### config.mk
export PLATFORM = sky130hd
export DESIGN_NAME = qou_ctrl
export DESIGN_NICKNAME = d
export VERILOG_FILES = /design/src/rtl/core/qou_pkg.sv /design/src/rtl/core/qou_ctrl.sv
export SDC_FILE = /design/constraint.sdc
export NUM_CORES = 1
export LEC_CHECK = 0
export BUFFER_PORTS_ARGS = -buffer_cell sky130_fd_sc_hd__clkbuf_2
export CAP_MARGIN = 20
export CORE_UTILIZATION = 30
export CTS_CLUSTER_DIAMETER = 200
export DETAILED_ROUTE_END_ITERATION = 16
export PLACE_DENSITY = 0.53
export SLEW_MARGIN = 20
export SYNTH_ARGS = -nofsm -noshare
export SYNTH_HDL_FRONTEND = slang
export SYNTH_SLANG_ARGS = --single-unit
### constraint.sdc
create_clock -name aclk -period 2.2 [get_ports aclk]
set_input_delay 0.33 -clock aclk [delete_from_list [all_inputs] [get_ports aclk]]
set_output_delay 0.33 -clock aclk [all_outputs]
set_load 0.05 [all_outputs]
### src/rtl/core/qou_pkg.sv
// Shared types, constants and helpers for the quaternion orientation unit.
// No dependencies.
`timescale 1ns / 1ps
package qou_pkg;

    localparam int FRAC_BITS_DEF = 14;

    typedef enum logic [1:0] {
        ACT_COMPOSE = 2'd0,
        ACT_LOAD    = 2'd1,
        ACT_CONJ    = 2'd2,
        ACT_HOLD    = 2'd3
    } action_t;

    typedef struct packed {
        logic [1:0]  action;
        logic signed [15:0] in_w;
        logic signed [15:0] in_x;
        logic signed [15:0] in_y;
        logic signed [15:0] in_z;
        logic        renormalize;
    } qou_in_t;

    typedef struct packed {
        logic signed [15:0] m00;
        logic signed [15:0] m01;
        logic signed [15:0] m02;
        logic signed [15:0] m10;
        logic signed [15:0] m11;
        logic signed [15:0] m12;
        logic signed [15:0] m20;
        logic signed [15:0] m21;
        logic signed [15:0] m22;
    } qou_out_t;

    typedef enum logic [3:0] {
        ST_IDLE,
        ST_MUL,
        ST_UPD,
        ST_SUMSQ,
        ST_SQRT,
        ST_DIV,
        ST_MAT,
        ST_OUT
    } qou_state_t;

    // controller to datapath
    typedef struct packed {
        logic load_item;
        logic step;
        logic update;
        logic sq_start;
        logic sqrt_start;
        logic div_start;
        logic mat_start;
        logic out_load;
    } qou_cmd_t;

    // datapath to controller
    typedef struct packed {
        logic step_last;
        logic sqrt_done;
        logic div_done;
        logic zero_mag;
        logic norm_req;
    } qou_sts_t;

    function automatic logic signed [15:0] sat16(input logic signed [63:0] v);
        if (v > 64'sd32767)       return 16'sh7fff;
        else if (v < -64'sd32768) return 16'sh8000;
        else                      return v[15:0];
    endfunction

endpackage

### src/rtl/core/qou_ctrl.sv
// Controller state machine of the quaternion orientation unit.
// Depends on qou_pkg.
`timescale 1ns / 1ps
module qou_ctrl (
    input  logic              aclk,
    input  logic              aresetn,
    input  logic              s_valid,
    output logic              s_ready,
    output logic              m_valid,
    input  logic              m_ready,
    input  qou_pkg::qou_sts_t sts,
    output qou_pkg::qou_cmd_t cmd
);

    qou_pkg::qou_state_t state_reg, state_next;
    logic                m_valid_reg, m_valid_next;

    always_ff @(posedge aclk) begin
        if (!aresetn) begin
            state_reg   <= qou_pkg::ST_IDLE;
            m_valid_reg <= 1'b0;
        end else begin
            state_reg   <= state_next;
            m_valid_reg <= m_valid_next;
        end
    end

    always_comb begin
        state_next = state_reg;
        case (state_reg)
            qou_pkg::ST_IDLE:  if (s_valid) state_next = qou_pkg::ST_MUL;
            qou_pkg::ST_MUL:   if (sts.step_last) state_next = qou_pkg::ST_UPD;
            qou_pkg::ST_UPD:
                state_next = sts.norm_req ? qou_pkg::ST_SUMSQ : qou_pkg::ST_MAT;
            qou_pkg::ST_SUMSQ: if (sts.step_last) state_next = qou_pkg::ST_SQRT;
            qou_pkg::ST_SQRT:
                if (sts.zero_mag) state_next = qou_pkg::ST_MAT;
                else if (sts.sqrt_done) state_next = qou_pkg::ST_DIV;
            qou_pkg::ST_DIV:   if (sts.div_done) state_next = qou_pkg::ST_MAT;
            qou_pkg::ST_MAT:   if (sts.step_last) state_next = qou_pkg::ST_OUT;
            qou_pkg::ST_OUT:   if (!m_valid_reg || m_ready) state_next = qou_pkg::ST_IDLE;
            default:           state_next = qou_pkg::ST_IDLE;
        endcase
    end

    always_comb begin
        cmd          = '0;
        s_ready      = 1'b0;
        m_valid_next = m_valid_reg && !m_ready;
        case (state_reg)
            qou_pkg::ST_IDLE: begin
                s_ready       = 1'b1;
                cmd.load_item = s_valid;
            end
            qou_pkg::ST_MUL:   cmd.step = 1'b1;
            qou_pkg::ST_UPD: begin
                cmd.update   = 1'b1;
                cmd.sq_start = sts.norm_req;
                cmd.mat_start = !sts.norm_req;
            end
            qou_pkg::ST_SUMSQ: begin
                cmd.step       = 1'b1;
                cmd.sqrt_start = sts.step_last;
            end
            qou_pkg::ST_SQRT: begin
                cmd.div_start = sts.sqrt_done && !sts.zero_mag;
                cmd.mat_start = sts.zero_mag;
            end
            qou_pkg::ST_DIV:   cmd.mat_start = sts.div_done;
            qou_pkg::ST_MAT:   cmd.step = 1'b1;
            qou_pkg::ST_OUT:
                if (!m_valid_reg || m_ready) begin
                    cmd.out_load = 1'b1;
                    m_valid_next = 1'b1;
                end
            default: ;
        endcase
    end

    assign m_valid = m_valid_reg;

endmodule

==> run metrics, run 1 <==
run status finished, final reports clean; Leak around 0.23 nW; Worst R2R Path Depth 5; Buf/Inv on CP 1; CTS H-tree lvls 1; WP depth 3; CTS tree done; delay-heaviest family, CP simple AND/OR/NAND/NOR gates; Post-synth top cells 4 x dfxtp_1, 4 x nor2_1, 3 x a21oi_1; Yosys Warn Count 0; routed vias/inst ~4.9; CTS resizes 0; Layout Cells excl Fill 81; total global-route track usage 0.138; Crit-path slowest cell or4b_4; CTS Sinks 4; CP cell instances or4b_4 > nor2_1 > clkbuf_2; core region area 1160 µm²; critical path class reg -> out; max cap viols 0; post-synth top area cell dfxtp_1; max reg flops 3; Synth Cell Area between 300 and 400 µm²; register area share after synthesis 0.204; worst-margin pin slew a little under 0.5 ns; post-synth top area share 0.204; asr flop ratio synth 0; worst-skew pair later-pin latency around 0.23 ns; Placed Cells incl. Taps 78; vias in the first global route about 340; DIE AREA 1460 µm²; WP data required about 1.9 ns; Post-synth EDFFs 0; Initial Utilization 0.340; Synth Net Count 57; syn avg cell area approximately 8 µm²; Die X ~38 µm; achievable frequency between 500 and 600 MHz; clock skew approximately 0.0038 ns; DRT antenna net count 0; Worst Hold Class in -> reg; crit path capture type output pin; Worst-path clk slew ~0.04 ns; final setup vio count 0; Yosys reg bits 4; Max transition margin 0.675; share of cells above drive strength 1 0.478; Largest stage delay, worst path a little under 0.6 ns; # Post-CTS Setup Buffers 0; Final nets 78; grt ovf 0; Setup TNS 0 ns; Min-Delay Path Depth 2; antenna violations before repair 0; placed instance area 487 µm²; FP Rows 12; Final Power between 0.7 and 0.8 mW; CTS Buf Count 3; peak supply drop around 0.7 mV; Top FF cell, synth dfxtp_1; RSZ-0062 raised after global routing no; Max clock buf depth 2; First-pass DRT Iterations 2; io pins 19; Final Max Slew Viols 0; WL/cell roughly 10 µm; part of the cycle the worst path needs 0.890; die height between 30 and 40 µm; worst path arrival time roughly 1.6 ns; DP HPWL between 600 and 700 µm; global-route wire length before repair roughly 1300 µm; WL final 800 µm; DRC 0; synthesis-to-layout area growth 29.6%; GP Congestion ~0.76; Mapped Cells 48; Max FO, Critical Path 12; power per cell area 1480 nW/µm²; number of I/O port buffers 18; via count 400; CTS root buf clkbuf_4; main area contributors after synthesis dfxtp_1 20%, bufbuf_8 4.8%, a211o_1 4.5%; hold_ws roughly 0.37 ns; # hold bufs at CTS 0; Worst Setup Start Kind flop; largest net degree at the start of global routing 18; Hold Vio Cnt, Final 0; Starting DRT DRC Count 4; Diodes inserted 0; count of cell types in the netlist 34; min cycle time layout 1.96 ns; Design Area, Final 509 µm²
## worst reg2reg max path: stages (launching register included)
cell	delay, ns
dfxtp_1	0.30
buf_4	0.19
or3_2	0.48
a21oi_1	0.24
nand4bb_1	0.18
a21boi_2	0.06
## layout make-up
type                            instances  area, µm²
Inverter                                2       7.51
Multi-Input combinational cell         38        277
Fill cell                             132        647
Clock buffer                            3       22.5
Timing Repair Buffer                   20        105
Tap cell                               14       17.5
Sequential cell                         4       80.1
## path summary, 6_finish.rpt
check,start,end,slack (ns)
hold / removal,aresetn,m_valid$_SDFF_PN0_,0.37
setup reg to reg,state_reg[0]$_SDFFE_PN0P_,state_reg[0]$_SDFFE_PN0P_,0.64
setup / recovery,state_reg[1]$_SDFFE_PN0P_,cmd[2],0.24
hold reg to reg,m_valid$_SDFF_PN0_,m_valid$_SDFF_PN0_,0.53
## cell usage in the layout, fill, tap and decap left out, types with 2 or more instances in the layout
master / count
a211o_1: 2
a21oi_1: 3
and2_1: 2
buf_4: 2
clkbuf_2: 18
clkbuf_4: 3
dfxtp_1: 4
nand2_1: 2
nand3_1: 2
nor2_1: 3
nor2b_1: 2
nor3b_1: 2
## where the power goes
part	switching, mW	leakage [nW]	internal (mW)	total (mW)
Combinational	0.367	0.180	0.170	0.538
Clock	0.0265	0.0138	0.0608	0.0873
Sequential	0.0338	0.0327	0.0935	0.127
## metrics by stage
step / util / worst slack, ns
3_5_place_dp: 0.421 / 0.481
4_1_cts: 0.440 / 0.231
5_1_grt: 0.440 / 0.152
2_1_floorplan: - / 0.211
3_3_place_gp: 0.421 / 0.502
6_report: 0.440 / 0.242
## cell families after synthesis
logic type / share of synthesized area
AND/OR/NAND/NOR: 0.376
buffers and inverters: 0.127
flip-flops: 0.204
multiplexers: 0.0255
AO/OA/AOI/OAI: 0.268
## layer usage
metal,vias to the layer above,global-route usage,share of wire
met4,0,0.107,0
met2,13,0.203,0.46
met3,0,0.0349,0.046
li1,215,-,-
met1,172,0.168,0.50
met5,-,0,0
Note: power is estimated with default switching activity, not from simulation.
==> run 2: changes to the inputs <==
--- a/config.mk
+++ b/config.mk
@@ -9,8 +9,10 @@
 export CAP_MARGIN = 20
 export CORE_UTILIZATION = 30
 export CTS_CLUSTER_DIAMETER = 200
+export CTS_CLUSTER_SIZE = 40
 export DETAILED_ROUTE_END_ITERATION = 16
 export PLACE_DENSITY = 0.53
+export RECOVER_POWER = 50
 export SLEW_MARGIN = 20
 export SYNTH_ARGS = -nofsm -noshare
 export SYNTH_HDL_FRONTEND = slang
==> run 2 against run 1 <==
Routed wire length rose by 0.25%. First-iteration DRC count did not move. Global-route usage did not move. Clock-buffer cell count did not move. Combinational power fell by 2%. Worst setup slack barely moved. Sequential share of layout area rose by 0.20 points. Clock power barely moved. Sequential power barely moved. Highest routed layer unchanged.
==> run metrics, run 2 (synthesized netlist as in run 1, its figures left out) <==
synthesis-to-layout area growth 28.0%; Layout Cells excl Fill ~80; worst path arrival time approximately 1.6 ns; hold path startpoint aresetn; peak supply drop 0.695 mV; Max clock buf depth 2; clock skew approximately 0.0037 ns; Worst Setup Start Kind flop; worst-skew pair later-pin latency 0.23 ns; CTS tree done; Starting DRT DRC Count 4; Max transition margin 0.610; Largest stage delay, worst path approximately 0.58 ns; achievable frequency 511 MHz; Critical R2R Launch state_reg[0]$_SDFFE_PN0P_; grt ovf 0; GP Congestion 0.759; FP Rows 12; DRC 0; CTS resizes 0; Initial Utilization 0.340; part of the cycle the worst path needs 0.890; WL final around 800 µm; total global-route track usage 0.138; worst-margin pin slew 0.588 ns; DP HPWL roughly 630 µm; die height 38.2 µm; via count 400; largest net degree at the start of global routing 18; hold_ws roughly 0.37 ns; min cycle time layout around 2.0 ns; CTS Buf Count 3; Worst-path clk slew about 0.040 ns; vias in the first global route between 300 and 400; most frequent cells in the layout 16 x clkbuf_2, 4 x dfxtp_1; DIE AREA between 1000 and 1500 µm²; Final nets about 80; max cap viols 0; run status finished, final reports clean; CTS Sinks 4; Leak ~0.22 nW; delay-heaviest family, CP simple AND/OR/NAND/NOR gates; CTS root buf clkbuf_4; core region area about 1200 µm²; number of I/O port buffers 18; max reg flops 3; crit path capture type output pin; First-pass DRT Iterations 2; WL/cell between 9 and 10 µm; crit path from state_reg[1]$_SDFFE_PN0P_; routed vias/inst slightly below 5; WP data required 1.87 ns; leading cell type in the layout, fill and taps excluded clkbuf_2; Max FO, Critical Path 12; Setup TNS 0 ns; antenna violations before repair 0; Diodes inserted 0; Buf/Inv on CP 1; RSZ-0062 raised after global routing no; final setup vio count 0; power per cell area between 1000 and 1500 nW/µm²; Die X roughly 38 µm; Worst Hold Class in -> reg; io pins 19; Final Max Slew Viols 0; # Post-CTS Setup Buffers 0; Placed Cells incl. Taps 78; Crit-path slowest cell or4b_4; global-route wire length before repair approximately 1300 µm; DRT antenna net count 0; Hold Vio Cnt, Final 0; critical path class reg -> out; CP cell instances or4b_4 > nor2_1 > clkbuf_2; # hold bufs at CTS 0; share of cells above drive strength 1 0.433; CTS H-tree lvls 1; flop2flop setup slack ~0.53 ns
-- run 2: cell count changes in the layout (fill, tap and decap cells not counted), sizes merged --
cell	before	now
buf	2	1
clkbuf	21	22
-- run 2: final timing paths --
path,cells after the start,end
setup / recovery,3,cmd[2]
hold / removal,2,m_valid$_SDFF_PN0_
setup reg to reg,5,state_reg[0]$_SDFFE_PN0P_
hold reg to reg,2,m_valid$_SDFF_PN0_
-- run 2: metrics by stage --
step | util | total power [mW] | setup WS [ns] | instance area (µm²)
3_5_place_dp | 0.421 | 0.671 | 0.481 | 487
5_1_grt | 0.435 | 0.794 | 0.127 | 503
4_1_cts | 0.440 | 0.764 | 0.231 | 509
3_3_place_gp | 0.421 | 0.669 | 0.502 | 487
6_report | 0.435 | 0.740 | 0.242 | 503
2_1_floorplan | - | 0.620 | 0.211 | 407
-- run 2: layout make-up --
type,instances,area [µm²]
Clock buffer,3,22.5
Fill cell,134,653
Inverter,2,7.51
Multi-Input combinational cell,38,277
Sequential cell,4,80.1
Tap cell,14,17.5
Timing Repair Buffer,20,98.8
-- run 2: routing by layer --
layer  track usage  share of wire  up-vias  wire (µm)
met4         0.107              0        0          0
met3        0.0349          0.049        0         39
met1         0.168           0.50      172        399
met2         0.203           0.45       13        363
met5             0              0        -          0
li1              -              -      215          -
-- run 2: power by group --
| part | switching (mW) | internal [mW] | total, mW |
|---|---|---|---|
| clock network | 0.0265 | 0.0608 | 0.0872 |
| registers | 0.0335 | 0.0935 | 0.127 |
| logic | 0.368 | 0.158 | 0.526 |
| total | 0.428 | 0.312 | 0.740 |
==> run 3: changes to the inputs <==
--- a/config.mk
+++ b/config.mk
@@ -7,11 +7,12 @@
 export LEC_CHECK = 0
 export BUFFER_PORTS_ARGS = -buffer_cell sky130_fd_sc_hd__clkbuf_2
 export CAP_MARGIN = 20
-export CORE_UTILIZATION = 30
+export CORE_AREA = 2 2 39 41
 export CTS_CLUSTER_DIAMETER = 200
 export CTS_CLUSTER_SIZE = 40
 export DETAILED_ROUTE_END_ITERATION = 16
-export PLACE_DENSITY = 0.53
+export DIE_AREA = 0 0 41 43
+export PLACE_DENSITY = 0.52
 export RECOVER_POWER = 50
 export SLEW_MARGIN = 20
 export SYNTH_ARGS = -nofsm -noshare
==> run 3 against run 2 <==
Clock-buffer cell count did not move. First-iteration DRC count unchanged. Sequential share of layout area fell by 0.16 points. Die area up 21%. Final area increased by 1.0%. Critical path depth is the same. Utilization down 6.8 points. Global-route usage fell by 2.1 points. Flip-flop and latch count unchanged. Sequential power is 21% higher.
==> run metrics, run 3 (synthesized netlist as in run 1, its figures left out) <==
Initial Utilization 0.284; met3 WL about 68 µm; CTS H-tree lvls 1; die height roughly 43 µm; max reg flops 3; RSZ-0062 raised after global routing no; Max FO, Critical Path 9; WL/cell about 10 µm; global-route wire length before repair 1390 µm; Starting DRT DRC Count 4; Worst Setup Start Kind flop; via count between 400 and 500; routed vias/inst 4.88; hold_ws 0.379 ns; achievable frequency 512 MHz; Top Layer Used met4; met2 routed WL 401 µm; part of the cycle the worst path needs 0.888; DIE AREA about 1800 µm²; Leak roughly 0.22 nW; final setup margin approximately 0.25 ns; # Post-CTS Setup Buffers 0; clock skew 0.000926 ns; power share of the clock group 0.114; min cycle time layout between 1.5 and 2 ns; Largest stage delay, worst path between 0.5 and 0.6 ns; Internal ~0.32 mW; Sw Pwr approximately 0.43 mW; core region area roughly 1400 µm²; Setup TNS 0 ns; Die X about 40 µm; DRT antenna net count 0; largest net degree at the start of global routing 13; DP HPWL between 700 and 800 µm; worst-margin pin slew 0.592 ns; CTS Sinks 4; CTS tree done; Max clock buf depth 2; met1 wire length roughly 390 µm; io pins 19; final setup vio count 0; power per cell area between 1000 and 1500 nW/µm²; CTS resizes 0; total global-route track usage 0.116; run status finished, final reports clean; DRC 0; worst-skew pair later-pin latency roughly 0.23 ns; Diodes inserted 0; Final Max Slew Viols 0; antenna violations before repair 0; GP Congestion 0.685; Combinational Power Share 0.681; First-pass DRT Iterations 3; Worst Hold Class in -> reg; Crit-path slowest cell or4b_4; number of I/O port buffers 18; CTS Buf Count 3; crit path capture type output pin; share of cells above drive strength 1 0.433; # hold bufs at CTS 0; worst path arrival time around 1.6 ns; pre-CTS setup slack between 0.4 and 0.5 ns; Final nets 78; FP Rows 14; Switching Share 0.575; most frequent cells in the layout 15 x clkbuf_2, 4 x dfxtp_1; Hold Vio Cnt, Final 0; WL final 869 µm; Worst-path clk slew 0.03 ns; leading cell type in the layout, fill and taps excluded clkbuf_2; CP cell instances or4b_4 > nor2_1 > clkbuf_2; CTS root buf clkbuf_4; vias in the first global route around 340; WP data required between 1.5 and 2 ns; critical path class reg -> out; max cap viols 0; peak supply drop 0.596 mV; Fill cells between 150 and 200; Max transition margin 0.607; Reg power frac 0.205; synthesis-to-layout area growth 29.3%; grt ovf 0
run 3: cell types whose count changed in the layout (fill, tap and decap cells not counted):
cell	before	now
clkbuf_2	16	15
buf_4	1	2
run 3: through the flow:
stage | instance area, µm² | total power, mW | cells | utilization
final | 508 | 0.748 | 83 | 0.367
after global routing | 508 | 0.802 | 83 | 0.367
after CTS | 512 | 0.765 | 83 | 0.370
after detailed placement | 489 | 0.675 | 80 | 0.354
after global placement | 489 | 0.677 | 80 | 0.354
after floorplan | 407 | 0.620 | 48 | -
run 3: worst max-delay path: cells and delay by family, from the launching register on:
kind                   cells  cell delay, ns
buffers and inverters      1            0.28
and+or+nand+nor            2            0.62
DFF                        1            0.51
run 3: area by class of cell:
class	instances	area, µm²	area share
clock buffer	3	22.5	0.0443
timing repair buffer	20	101	0.200
tap	16	20.0	0.0394
inverter	2	7.51	0.0148
multi-input combinational	38	277	0.544
sequential	4	80.1	0.158
run 3: worst paths after layout:
| path | from | end | slack (ns) | cells after the start |
|---|---|---|---|---|
| hold reg to reg | m_valid$_SDFF_PN0_ | m_valid$_SDFF_PN0_ | 0.53 | 2 |
| setup / recovery | state_reg[2]$_SDFFE_PN0P_ | cmd[2] | 0.25 | 3 |
| hold / removal | aresetn | m_valid$_SDFF_PN0_ | 0.38 | 2 |
| setup reg to reg | state_reg[0]$_SDFFE_PN0P_ | state_reg[0]$_SDFFE_PN0P_ | 0.49 | 5 |
run 3: per-layer routing:
layer	vias to the layer above	track usage
met5	-	0
met3	2	0.0157
li1	212	-
met4	0	0.100
met2	13	0.156
met1	178	0.154
run 3: power groups by stage:
stage / registers (mW) / logic (mW) / clock network, mW
after CTS: 0.153 / 0.522 / 0.0898
after detailed placement: 0.154 / 0.521 / 0
after global placement: 0.153 / 0.523 / 0
after floorplan: 0.105 / 0.516 / 0
final: 0.154 / 0.510 / 0.0852
after global routing: 0.158 / 0.550 / 0.0935
